==> src/rtl/core/gda_pkg.sv <==
// Package with the shared types, constants and calendar functions of the date adder.
package gda_pkg;

  localparam int CountBitsDef = 16;
  localparam int DayBits      = 5;
  localparam int MonthBits    = 4;
  localparam int InYearBits   = 12;
  localparam int CycleBits    = 9;

  localparam int YearMin      = 1970;
  localparam int YearMax      = 2099;
  localparam int CycleBase    = 2000;
  localparam int PrevCycle    = 1600;
  localparam int CycleLen     = 400;
  localparam int CenturyLen   = 100;
  localparam int FebShort     = 28;
  localparam int FebLong      = 29;

  localparam logic [MonthBits-1:0] MonthJan = 4'd1;
  localparam logic [MonthBits-1:0] MonthFeb = 4'd2;
  localparam logic [MonthBits-1:0] MonthApr = 4'd4;
  localparam logic [MonthBits-1:0] MonthJun = 4'd6;
  localparam logic [MonthBits-1:0] MonthSep = 4'd9;
  localparam logic [MonthBits-1:0] MonthNov = 4'd11;
  localparam logic [MonthBits-1:0] MonthDec = 4'd12;

  typedef enum logic [1:0] {
    StIdle,
    StCheck,
    StRun,
    StDone
  } state_e;

  typedef struct packed {
    logic load;
    logic check;
    logic step;
  } cmd_t;

  typedef struct packed {
    logic count_zero;
  } status_t;

  // The argument is the year modulo 400; 4 and 100 divide 400, so it settles every rule.
  function automatic logic is_leap(input logic [CycleBits-1:0] r);
    is_leap = (r[1:0] == 2'b00) &&
              (r != CycleBits'(CenturyLen)) &&
              (r != CycleBits'(2 * CenturyLen)) &&
              (r != CycleBits'(3 * CenturyLen));
  endfunction

  function automatic logic [DayBits-1:0] month_len(input logic [MonthBits-1:0] m,
                                                   input logic leap);
    case (m) inside
      MonthFeb: month_len = leap ? DayBits'(FebLong) : DayBits'(FebShort);
      MonthApr, MonthJun, MonthSep, MonthNov: month_len = 5'd30;
      default: month_len = 5'd31;
    endcase
  endfunction

endpackage

==> src/rtl/core/gda_ctrl.sv <==
// Controller state machine that sequences load, check and month steps of the date adder.
module gda_ctrl
  import gda_pkg::*;
(
  input  logic    clk_i,
  input  logic    rst_ni,
  input  logic    in_valid_i,
  output logic    in_stall_o,
  output logic    out_valid_o,
  input  logic    out_stall_i,
  input  status_t status_i,
  output cmd_t    cmd_o
);

  state_e state_q, state_d;

  always_ff @(posedge clk_i or negedge rst_ni) begin
    if (!rst_ni) begin
      state_q <= StIdle;
    end else begin
      state_q <= state_d;
    end
  end

  always_comb begin
    state_d = state_q;
    unique case (state_q)
      StIdle: begin
        if (in_valid_i) begin
          state_d = StCheck;
        end
      end
      StCheck: state_d = StRun;
      StRun: begin
        if (status_i.count_zero) begin
          state_d = StDone;
        end
      end
      StDone: begin
        if (!out_stall_i) begin
          state_d = StIdle;
        end
      end
      default: state_d = StIdle;
    endcase
  end

  always_comb begin
    cmd_o       = '0;
    in_stall_o  = 1'b1;
    out_valid_o = 1'b0;
    unique case (state_q)
      StIdle: begin
        in_stall_o = 1'b0;
        cmd_o.load = in_valid_i;
      end
      StCheck: cmd_o.check = 1'b1;
      StRun:   cmd_o.step  = !status_i.count_zero;
      StDone:  out_valid_o = 1'b1;
      default: cmd_o = '0;
    endcase
  end

endmodule

==> src/rtl/core/gda_dp.sv <==
// Datapath that holds the date and the remaining count, checks the date and advances them by at most one month a step.
module gda_dp
  import gda_pkg::*;
#(
  parameter int CountBits = CountBitsDef
) (
  input  logic                  clk_i,
  input  logic                  rst_ni,
  input  cmd_t                  cmd_i,
  output status_t               status_o,
  input  logic [DayBits-1:0]    in_day_i,
  input  logic [MonthBits-1:0]  in_month_i,
  input  logic [InYearBits-1:0] in_year_i,
  input  logic [CountBits-1:0]  add_count_i,
  output logic [DayBits-1:0]    out_day_o,
  output logic [MonthBits-1:0]  out_month_o,
  output logic [InYearBits-1:0] out_year_o,
  output logic                  was_replaced_o
);

  localparam int YearBits = $clog2(YearMax + 1 + (2 ** CountBits) / 365 + 2);

  logic [DayBits-1:0]   day_q, day_d;
  logic [MonthBits-1:0] month_q, month_d;
  logic [YearBits-1:0]  year_q, year_d;
  logic [CycleBits-1:0] cyc_q, cyc_d;
  logic [CountBits-1:0] count_q, count_d;
  logic                 bad_q, bad_d;

  logic [CycleBits-1:0] cyc_in;
  logic [DayBits-1:0]   len;
  logic [DayBits-1:0]   left;
  logic [CountBits-1:0] left_ext;
  logic                 date_ok;

  always_ff @(posedge clk_i or negedge rst_ni) begin
    if (!rst_ni) begin
      count_q <= '0;
    end else begin
      count_q <= count_d;
    end
  end

  always_ff @(posedge clk_i) begin
    day_q   <= day_d;
    month_q <= month_d;
    year_q  <= year_d;
    cyc_q   <= cyc_d;
    bad_q   <= bad_d;
  end

  always_comb begin
    if (year_q >= YearBits'(CycleBase)) begin
      cyc_in = CycleBits'(year_q - YearBits'(CycleBase));
    end else begin
      cyc_in = CycleBits'(year_q - YearBits'(PrevCycle));
    end
  end

  assign len = cmd_i.check ? month_len(month_q, is_leap(cyc_in))
                           : month_len(month_q, is_leap(cyc_q));
  assign left     = len - day_q;
  assign left_ext = CountBits'(left);

  assign date_ok = (year_q >= YearBits'(YearMin)) && (year_q <= YearBits'(YearMax)) &&
                   (month_q >= MonthJan) && (month_q <= MonthDec) &&
                   (day_q != '0) && (day_q <= len);

  always_comb begin
    day_d   = day_q;
    month_d = month_q;
    year_d  = year_q;
    cyc_d   = cyc_q;
    count_d = count_q;
    bad_d   = bad_q;
    if (cmd_i.load) begin
      day_d   = in_day_i;
      month_d = in_month_i;
      year_d  = YearBits'(in_year_i);
      count_d = add_count_i;
    end else if (cmd_i.check) begin
      if (date_ok) begin
        cyc_d = cyc_in;
        bad_d = 1'b0;
      end else begin
        day_d   = DayBits'(1);
        month_d = MonthJan;
        year_d  = YearBits'(YearMin);
        cyc_d   = CycleBits'(YearMin - PrevCycle);
        bad_d   = 1'b1;
      end
    end else if (cmd_i.step) begin
      if (count_q <= left_ext) begin
        day_d   = day_q + DayBits'(count_q);
        count_d = '0;
      end else begin
        count_d = count_q - left_ext - CountBits'(1);
        day_d   = DayBits'(1);
        if (month_q == MonthDec) begin
          month_d = MonthJan;
          year_d  = year_q + YearBits'(1);
          cyc_d   = (cyc_q == CycleBits'(CycleLen - 1)) ? '0 : cyc_q + CycleBits'(1);
        end else begin
          month_d = month_q + MonthBits'(1);
        end
      end
    end
  end

  assign status_o.count_zero = (count_q == '0);

  assign out_day_o      = day_q;
  assign out_month_o    = month_q;
  assign out_year_o     = year_q[InYearBits-1:0];
  assign was_replaced_o = bad_q;

endmodule

==> src/rtl/core/gregorian_date_add_days.sv <==
// A beat is loaded in idle and checked; run then crosses one month boundary per step, with
// one more step when days remain after the last crossing, and done offers the result beat.
// One beat at a time: the next input beat is taken in the cycle after the result beat.
// The datapath's month-step loop paces a beat: each cycle advances at most one month.
// Reset: rst_ni clears the controller to idle and the count; date registers need no reset.
// Module that adds a day count to a checked Gregorian date.
module gregorian_date_add_days
  import gda_pkg::*;
#(
  parameter int CountBits = CountBitsDef
) (
  input  logic                  clk_i,
  input  logic                  rst_ni,
  input  logic                  in_valid_i,
  output logic                  in_stall_o,
  input  logic [DayBits-1:0]    in_day_i,
  input  logic [MonthBits-1:0]  in_month_i,
  input  logic [InYearBits-1:0] in_year_i,
  input  logic [CountBits-1:0]  add_count_i,
  output logic                  out_valid_o,
  input  logic                  out_stall_i,
  output logic [DayBits-1:0]    out_day_o,
  output logic [MonthBits-1:0]  out_month_o,
  output logic [InYearBits-1:0] out_year_o,
  output logic                  was_replaced_o
);

  cmd_t    cmd;
  status_t status;

  gda_ctrl u_ctrl (
    .clk_i      (clk_i),
    .rst_ni     (rst_ni),
    .in_valid_i (in_valid_i),
    .in_stall_o (in_stall_o),
    .out_valid_o(out_valid_o),
    .out_stall_i(out_stall_i),
    .status_i   (status),
    .cmd_o      (cmd)
  );

  gda_dp #(
    .CountBits(CountBits)
  ) u_dp (
    .clk_i         (clk_i),
    .rst_ni        (rst_ni),
    .cmd_i         (cmd),
    .status_o      (status),
    .in_day_i      (in_day_i),
    .in_month_i    (in_month_i),
    .in_year_i     (in_year_i),
    .add_count_i   (add_count_i),
    .out_day_o     (out_day_o),
    .out_month_o   (out_month_o),
    .out_year_o    (out_year_o),
    .was_replaced_o(was_replaced_o)
  );

endmodule

==> config.mk <==
export PLATFORM = sky130hd
export DESIGN_NAME = gregorian_date_add_days
export DESIGN_NICKNAME = d
export VERILOG_FILES = /design/src/rtl/core/gda_pkg.sv /design/src/rtl/core/gda_ctrl.sv /design/src/rtl/core/gda_dp.sv /design/src/rtl/core/gregorian_date_add_days.sv
export SDC_FILE = /design/constraint.sdc
export NUM_CORES = 1
export LEC_CHECK = 0
export BUFFER_PORTS_ARGS = -buffer_cell sky130_fd_sc_hd__buf_2
export CORE_MARGIN = 8
export CORE_UTILIZATION = 55
export CTS_CLUSTER_SIZE = 40
export DETAILED_ROUTE_END_ITERATION = 16
export GPL_ROUTABILITY_DRIVEN = 0
export GPL_TIMING_DRIVEN = 0
export PLACE_DENSITY = 0.78
export SLEW_MARGIN = 20
export SYNTH_ARGS = -nofsm -noshare
export SYNTH_HDL_FRONTEND = slang
export SYNTH_SLANG_ARGS = --single-unit
==> constraint.sdc <==
create_clock -name clk_i -period 6.9 [get_ports clk_i]
set_input_delay 1.38 -clock clk_i [delete_from_list [all_inputs] [get_ports clk_i]]
set_output_delay 1.38 -clock clk_i [all_outputs]
set_load 0.02 [all_outputs]
==> qor.csv, run 1 <==
stage,metric,value,unit
power_and_ir_drop,power_density,111,nW/µm²
run_status,status,finished clean,
global_routing,grt_pass1_wl,17600,µm
synth,syn_inst,447,
synth,ys_async_sr_fraction,36.7,%
synth,yosysWarnings,0,
power_and_ir_drop,leakagePower,1.94,nW
timing,setup_tns,0,ns
placement,pre_cts_slack,1.43,ns
timing,setup_viol,0,
global_routing,antenna_found_initial,0,
cells_and_area,final_cell_mix,"buf_2 (68), nand2_1 (39), inv_1 (32), ha_1 (32), edfxtp_1 (31)",
placement,hpwl,8170,µm
routing,remaining_drc_errors,0,
routing,drtPass1Iterations,5,
placement,place_area,4450,µm²
clock_tree,cts_tree,yes,
worst_setup_path,crit_chain,"ha_1, a41oi_1, a31oi_4, mux2i_1, o32a_1, or3_1, a21oi_2, ha_1, fa_1, ha_1, nor2b_1, o211ai_1, a21oi_1, or2_2, or3b_2, a21oi_1",
worst_setup_path,crit_top_cell,ha_1,
die,fp.dieW,101,µm
die,die_h,101,µm
die,ioPinCount,65,
worst_setup_path,worst_path_max_delay_cell,a21oi_1,
die,dieArea,10300,µm²
timing,min_period,5.58,ns
cells_and_area,final_cell_area,4540,µm²
routing,via_per_inst,6.04,
worst_setup_path,path_max_fanout,9,
synth,synth_seq_cells,49,
die,rows,31,
cells_and_area,n_antenna_cell,0,
clock_tree,cts-resized-gates,0,
cells_and_area,drive_above_1_share,17.0,%
timing,relSlewSlack,45.4,%
clock_tree,clk_latency,0.31,ns
clock_tree,clk_pin_slew_worst_paths,0.09,ns
min_path,min_path_type,flip-flop to flip-flop,
timing,finalClockSkew,0.00936,ns
die,initial_core_util,56.1,%
routing,via_count,3735,
cells_and_area,syn_to_final_growth,13.5,%
clock_tree,cts_buffers,5,
synth,synth_flop_cell,edfxtp_1,
worst_setup_path,critPathRequiredTime,6.84,ns
cells_and_area,final_nets,594,
clock_tree,cts_setup_buffers,0,
timing,rsz0062_at_grt,false,
clock_tree,ctsHoldBuffers,0,
global_routing,grt_pass1_vias,3651,
timing,fmax,0.179,GHz
synth,synth_fp_nets,523,
synth,ys_types,61,
worst_setup_path,path_delay_family,compound AO/OA/AOI/OAI gates,
worst_setup_path,cp-end-kind,flip-flop,
global_routing,grt-ovfl-total,0,
worst_setup_path,path_class,flip-flop to flip-flop,
synth,synth_seq_area_share,34.5,%
routing,routedWlPerCell,17.5,µm
clock_tree,cts_buffer_depth,2,
worst_setup_path,start_kind,flip-flop,
worst_setup_path,max_stage_delay,0.68,ns
timing,hold_violations,0,
flow_run,drv_cap,0,
timing,finalMaxSlewViolations,0,
timing,tightest_slew,0.820,ns
routing,ant_nets,0,
cells_and_area,postLayoutCoreUtil,63.7,%
timing,timing.final.crit_share,80.9,%
global_routing,grt_use_total,21.3,%
global_routing,grt_max_degree,19,
cells_and_area,mostFrequentLayoutCell,buf_2,
clock_tree,cts-root-buf,clkbuf_8,
clock_tree,cts_max_level,2,
die,core,7140,µm²
worst_setup_path,path_buf_inv,0,
worst_setup_path,crit_arrival,5.52,ns
synth,syn_area,4010,µm²
timing,fin_ws,1.32,ns
routing,wl,10800,µm
synth,synth_edf_count,31,
synth,synth_area_per_cell,8.96,µm²
routing,drt-initial-drc-count,302,
clock_tree,cts_sinks,49,
placement,portBuffers,64,
power_and_ir_drop,ir_drop,0.0000885,V
[cells in the mapped netlist (all sizes together) (9+ instances only)]
| cell | instances | area share [%] |
|---|---|---|
| a21oi | 31 | 4.0 |
| o21ai | 28 | 3.5 |
| nand2 | 39 | 3.7 |
| inv | 32 | 3.0 |
| nor2 | 26 | 2.4 |
| ha | 32 | 10 |
| xnor2 | 21 | 4.6 |
| clkbuf | 13 | 1.2 |
| a22o | 12 | 2.7 |
| a31oi | 14 | 2.6 |
| edfxtp | 31 | 23 |
| xor2 | 9 | 2.0 |
| nor3 | 9 | 1.1 |
| dfrtp | 18 | 11 |
| nand3 | 18 | 2.2 |
[layer usage]
layer | GRT usage [%] | wire (µm) | share of wire, %
met2 | 35.3 | 5180 | 48
met1 | 27.4 | 4670 | 43
met3 | 4.26 | 802 | 7.4
met4 | 6.07 | 154 | 1.4
met5 | 0 | 0 | 0
[kinds of logic (layout without fill, tap and decap cells)]
| logic type | after synthesis | count (layout) | share of synthesized area, % |
|---|---|---|---|
| flip-flops | 49 | 49 | 34.5 |
| buffers and inverters | 51 | 123 | 5.09 |
| AND/OR/NAND/NOR | 146 | 146 | 19.3 |
| multiplexers | 4 | 4 | 1.03 |
| XOR/XNOR | 30 | 30 | 6.56 |
| adder cells (fa/ha/maj) | 35 | 35 | 11.5 |
| AO/OA/AOI/OAI | 132 | 132 | 22.1 |
[final cells by class]
| class | instances | area, µm² |
|---|---|---|
| Buffer | 19 | 83.8 |
| Multi-Input combinational cell | 347 | 2420 |
| Timing Repair Buffer | 64 | 320 |
| Fill cell | 647 | 2590 |
| Tap cell | 99 | 124 |
| Inverter | 32 | 120 |
| Clock buffer | 6 | 82.6 |
| Clock inverter | 2 | 8.76 |
| Sequential cell | 49 | 1380 |
[power by group]
group	internal [mW]	switching (mW)	leakage, nW
Sequential	0.309	0	0.553
Clock	0.0798	0.102	0.0486
Combinational	0.00800	0.00593	1.34
Total	0.397	0.108	1.94
[per-stage QoR]
stage | hold WS (ns) | total power [mW] | cells
2_1_floorplan | 0.476 | 0.316 | 447
3_3_place_gp | 0.502 | 0.329 | 610
3_5_place_dp | 0.520 | 0.329 | 610
4_1_cts | 0.541 | 0.506 | 618
5_1_grt | 0.577 | 0.520 | 618
6_report | 0.559 | 0.504 | 618
[registers in the layout, summed over array words and instances, names as in the netlist]
name and count:
u_ctrl.state_q 2, u_dp.count_q 16, u_dp.cyc_q 9, u_dp.out_day_o 5, u_dp.out_month_o 4, u_dp.out_year_o 12
u_dp.was_replaced_o 1
[worst paths after layout]
| check | cells after the start | start | slack [ns] | to |
|---|---|---|---|---|
| setup / recovery | 16 | u_dp.out_year_o[6] | 1.32 | u_dp.cyc_q[5] |
| hold / removal | 1 | u_dp.count_q[11] | 0.56 | u_dp.count_q[11] |
| setup reg to reg | 16 | u_dp.out_year_o[6] | 1.32 | u_dp.cyc_q[5] |
| hold reg to reg | 1 | u_dp.count_q[11] | 0.56 | u_dp.count_q[11] |
| max in group asynchronous | 1 | rst_ni | 5.60 | u_dp.count_q[4] |
| min in group asynchronous | 1 | rst_ni | 1.00 | u_dp.count_q[1] |
No activity file was read; power rests on OpenSTA's default activity.
==> run 2, diff against run 1 <==
Settings changed: ABC_AREA from default to 1, CORE_UTILIZATION 55 to 53.
Clock period 6.9 ns to 4.9 ns, I/O delays scaled along.
==> run 2 against run 1 <==
Clock-buffer cell count rose by 2. Critical endpoint is now u_dp.out_year_o[2]. Fmax rose by 21%. Sequential share of layout area fell by 2.2 points. Critical path type unchanged. Non-clock buffer count fell by 6.
==> qor.csv, run 2 <==
stage,metric,value,unit,change
synth,yosysTopAreaCell,edfxtp_1,,unchanged
die,initial_core_util,53.6,%,was 56.1%
die,rows,33,,was 31
run_status,status,finished clean,,unchanged
cells_and_area,n_antenna_cell,0,,unchanged
power_and_ir_drop,power_density,760,nW/µm²,was 111 nW/µm²
clock_tree,clk_latency,0.30,ns,was 0.31 ns
synth,yosys-top-cells-area,"edfxtp_1 (22%), dfrtp_1 (10%), ha_1 (9.3%), nand2_1 (8.7%), nor2_1 (6.1%)",,"was edfxtp_1 (23%), dfrtp_1 (11%), ha_1 (10%), xnor2_1 (4.6%), a21oi_1 (3.7%)"
worst_setup_path,critPathRequiredTime,4.92,ns,was 6.84 ns
synth,synth_seq_area_share,32.0,%,was 34.5%
global_routing,grt_use_total,19.2,%,was 21.3%
synth,synth_common_cells,"nand2_1 (100), nor2_1 (70), inv_1 (69), a21oi_1 (46), nand3_1 (45)",,"was nand2_1 (39), ha_1 (32), inv_1 (32), edfxtp_1 (31), a21oi_1 (30)"
timing,finalClockSkew,0.00916,ns,was 0.00936 ns
synth,synth_top_area_share,21.6,%,was 23.2%
cells_and_area,largest-register,u_dp.count_q,,unchanged
die,fp.dieW,106,µm,was 101 µm
timing,setup_tns,0,ns,unchanged
min_path,min_path_type,flip-flop to flip-flop,,unchanged
timing,rsz0062_at_grt,false,,unchanged
timing,timing.final.crit_share,94.2,%,was 80.9%
routing,wl,11000,µm,was 10800 µm
placement,portBuffers,64,,unchanged
clock_tree,cts_tree,yes,,unchanged
cells_and_area,multi_input_area,2580,µm²,was 2420 µm²
cells_and_area,largest_reg_flops,16,,unchanged
power_and_ir_drop,leakagePower,2.34,nW,was 1.94 nW
clock_tree,cts_max_level,2,,unchanged
power_and_ir_drop,ir_drop,0.000330,V,was 0.0000885 V
synth,ys_types,44,,was 61
worst_setup_path,crit_arrival,4.63,ns,was 5.52 ns
placement,hpwl,8580,µm,was 8170 µm
routing,drt-initial-drc-count,206,,was 302
routing,routedWlPerCell,14.6,µm,was 17.5 µm
routing,ant_nets,0,,unchanged
clock_tree,cts-root-buf,clkbuf_8,,unchanged
synth,syn_inst,574,,was 447
die,dieArea,11300,µm²,was 10300 µm²
cells_and_area,mostFrequentLayoutCell,nand2_1,,was buf_2
global_routing,grt_pass1_vias,3943,,was 3651
die,die_h,106,µm,was 101 µm
routing,via_count,4088,,was 3735
worst_setup_path,path_class,flip-flop to flip-flop,,unchanged
cells_and_area,final_nets,723,,was 594
global_routing,grt_pass1_wl,18200,µm,was 17600 µm
synth,ys_async_sr_fraction,36.7,%,unchanged
cells_and_area,syn_to_final_growth,13.6,%,was 13.5%
clock_tree,cts_buffers,5,,unchanged
timing,relSlewSlack,53.2,%,was 45.4%
worst_setup_path,max_stage_delay,0.44,ns,was 0.68 ns
synth,synth_flop_cell,edfxtp_1,,unchanged
synth,synth_fp_nets,650,,was 523
cells_and_area,final_cell_mix,"nand2_1 (99), nor2_1 (68), inv_1 (67)",,"was buf_2 (68), nand2_1 (39), inv_1 (32), ha_1 (32), edfxtp_1 (31)"
die,ioPinCount,65,,unchanged
timing,tightest_slew,0.702,ns,was 0.820 ns
routing,via_per_inst,5.43,,was 6.04
synth,synth_area_per_cell,7.51,µm²,was 8.96 µm²
placement,place_area,4760,µm²,was 4450 µm²
synth,synth_edf_count,31,,unchanged
global_routing,grt-ovfl-total,0,,unchanged
global_routing,grt_max_degree,19,,unchanged
timing,setup_viol,0,,unchanged
synth,yosysWarnings,0,,unchanged
worst_setup_path,cp-end-kind,flip-flop,,unchanged
clock_tree,clk_pin_slew_worst_paths,0.09,ns,about the same
synth,syn_area,4310,µm²,was 4010 µm²
timing,min_period,4.61,ns,was 5.58 ns
flow_run,drv_cap,0,,unchanged
global_routing,antenna_found_initial,0,,unchanged
synth,synth_seq_cells,49,,unchanged
clock_tree,ctsHoldBuffers,0,,unchanged
cells_and_area,fillers,744,,was 647
die,core,8050,µm²,was 7140 µm²
worst_setup_path,crit_top_cell,nand2_1,,was ha_1
synth,synth.most_common_cell,nand2_1,,unchanged
routing,drtPass1Iterations,5,,unchanged
worst_setup_path,path_max_fanout,12,,was 9
timing,fmax,0.217,GHz,was 0.179 GHz
cells_and_area,regArea,1380,µm²,unchanged
worst_setup_path,start_kind,flip-flop,,unchanged
cells_and_area,drive_above_1_share,22.7,%,was 17.0%
cells_and_area,final_cell_area,4900,µm²,was 4540 µm²
timing,hold_violations,0,,unchanged
routing,remaining_drc_errors,0,,unchanged
clock_tree,cts_sinks,49,,unchanged
clock_tree,cts_buffer_depth,2,,unchanged
worst_setup_path,worst_path_max_delay_cell,edfxtp_1,,was a21oi_1
timing,finalMaxSlewViolations,0,,unchanged
## run 2: critical path: cells and delay by family, from the launching register on
family | cells | cell delay [ns]
AOI/OAI and AO/OA | 2 | 0.24
and+or+nand+nor | 17 | 1.72
DFF | 1 | 0.44
buffers and inverters | 5 | 0.58
xor gates and xnor gates | 1 | 0.21
adders and majority gates | 4 | 1.10
## run 2: path summary, 6_finish.rpt
path	start	end	slack (ns)	cells after the start
worst min-delay path	u_dp.count_q[7]	u_dp.count_q[7]	0.57	2
worst min register to register	u_dp.count_q[7]	u_dp.count_q[7]	0.57	2
worst max register to register	u_dp.out_year_o[4]	u_dp.out_year_o[2]	0.29	29
worst max-delay path	u_dp.out_year_o[4]	u_dp.out_year_o[2]	0.29	29
max in group asynchronous	rst_ni	u_dp.count_q[7]	3.98	1
min in group asynchronous	rst_ni	u_dp.count_q[1]	0.61	1
## run 2: power by group
part	leakage, nW	total, mW	switching, mW	internal [mW]
logic	1.81	2.49	1.55	0.937
clock network	0.0395	0.236	0.134	0.102
registers	0.488	1.00	0.267	0.734
## run 2: stage by stage
| step | setup slack, ns | hold WS, ns | power [mW] | instances | util [%] |
|---|---|---|---|---|---|
| detailed placement | -0.426 | 0.547 | 3.42 | 743 | 59.2 |
| global route | 0.0482 | 0.626 | 4.10 | 753 | 60.9 |
| CTS | 0.0775 | 0.568 | 3.67 | 751 | 60.2 |
| floorplan | 0.357 | 0.496 | 2.83 | 574 | - |
| finish | 0.286 | 0.569 | 3.72 | 753 | 60.9 |
| global placement | -0.288 | 0.535 | 3.33 | 743 | 59.2 |
## run 2: repair_timing
action / 4_1_cts / 5_1_grt
resized for setup: 2 / 7
setup buffers: 0 / 2
setup endpoints to repair: 12 / 25
pin swaps: 0 / 2
## run 2: area by class of cell
class,count,share of cell area (%)
multi-input cells,434,52.6
flip-flops and latches,49,28.2
repair buffers,66,7.10
inverters,80,6.13
well taps,105,2.68
clock buffers,8,1.63
plain buffers,11,1.63
## run 2: per-layer routing
metal / vias up / share of wire, % / track usage, %
met5: - / 0 / 0
met4: 0 / 1.3 / 5.43
met3: 13 / 5.7 / 3.69
met2: 108 / 48 / 31.6
met1: 1925 / 44 / 25.2
li1: 2042 / - / -
## run 2: cells by family after synthesis
kind of cell | Yosys count | share of synthesized area, %
AO/OA/AOI/OAI | 102 | 13.6
flip-flops | 49 | 32.0
AND/OR/NAND/NOR | 278 | 31.0
XOR/XNOR | 19 | 3.86
buffers and inverters | 91 | 8.82
adder cells (fa/ha/maj) | 35 | 10.7
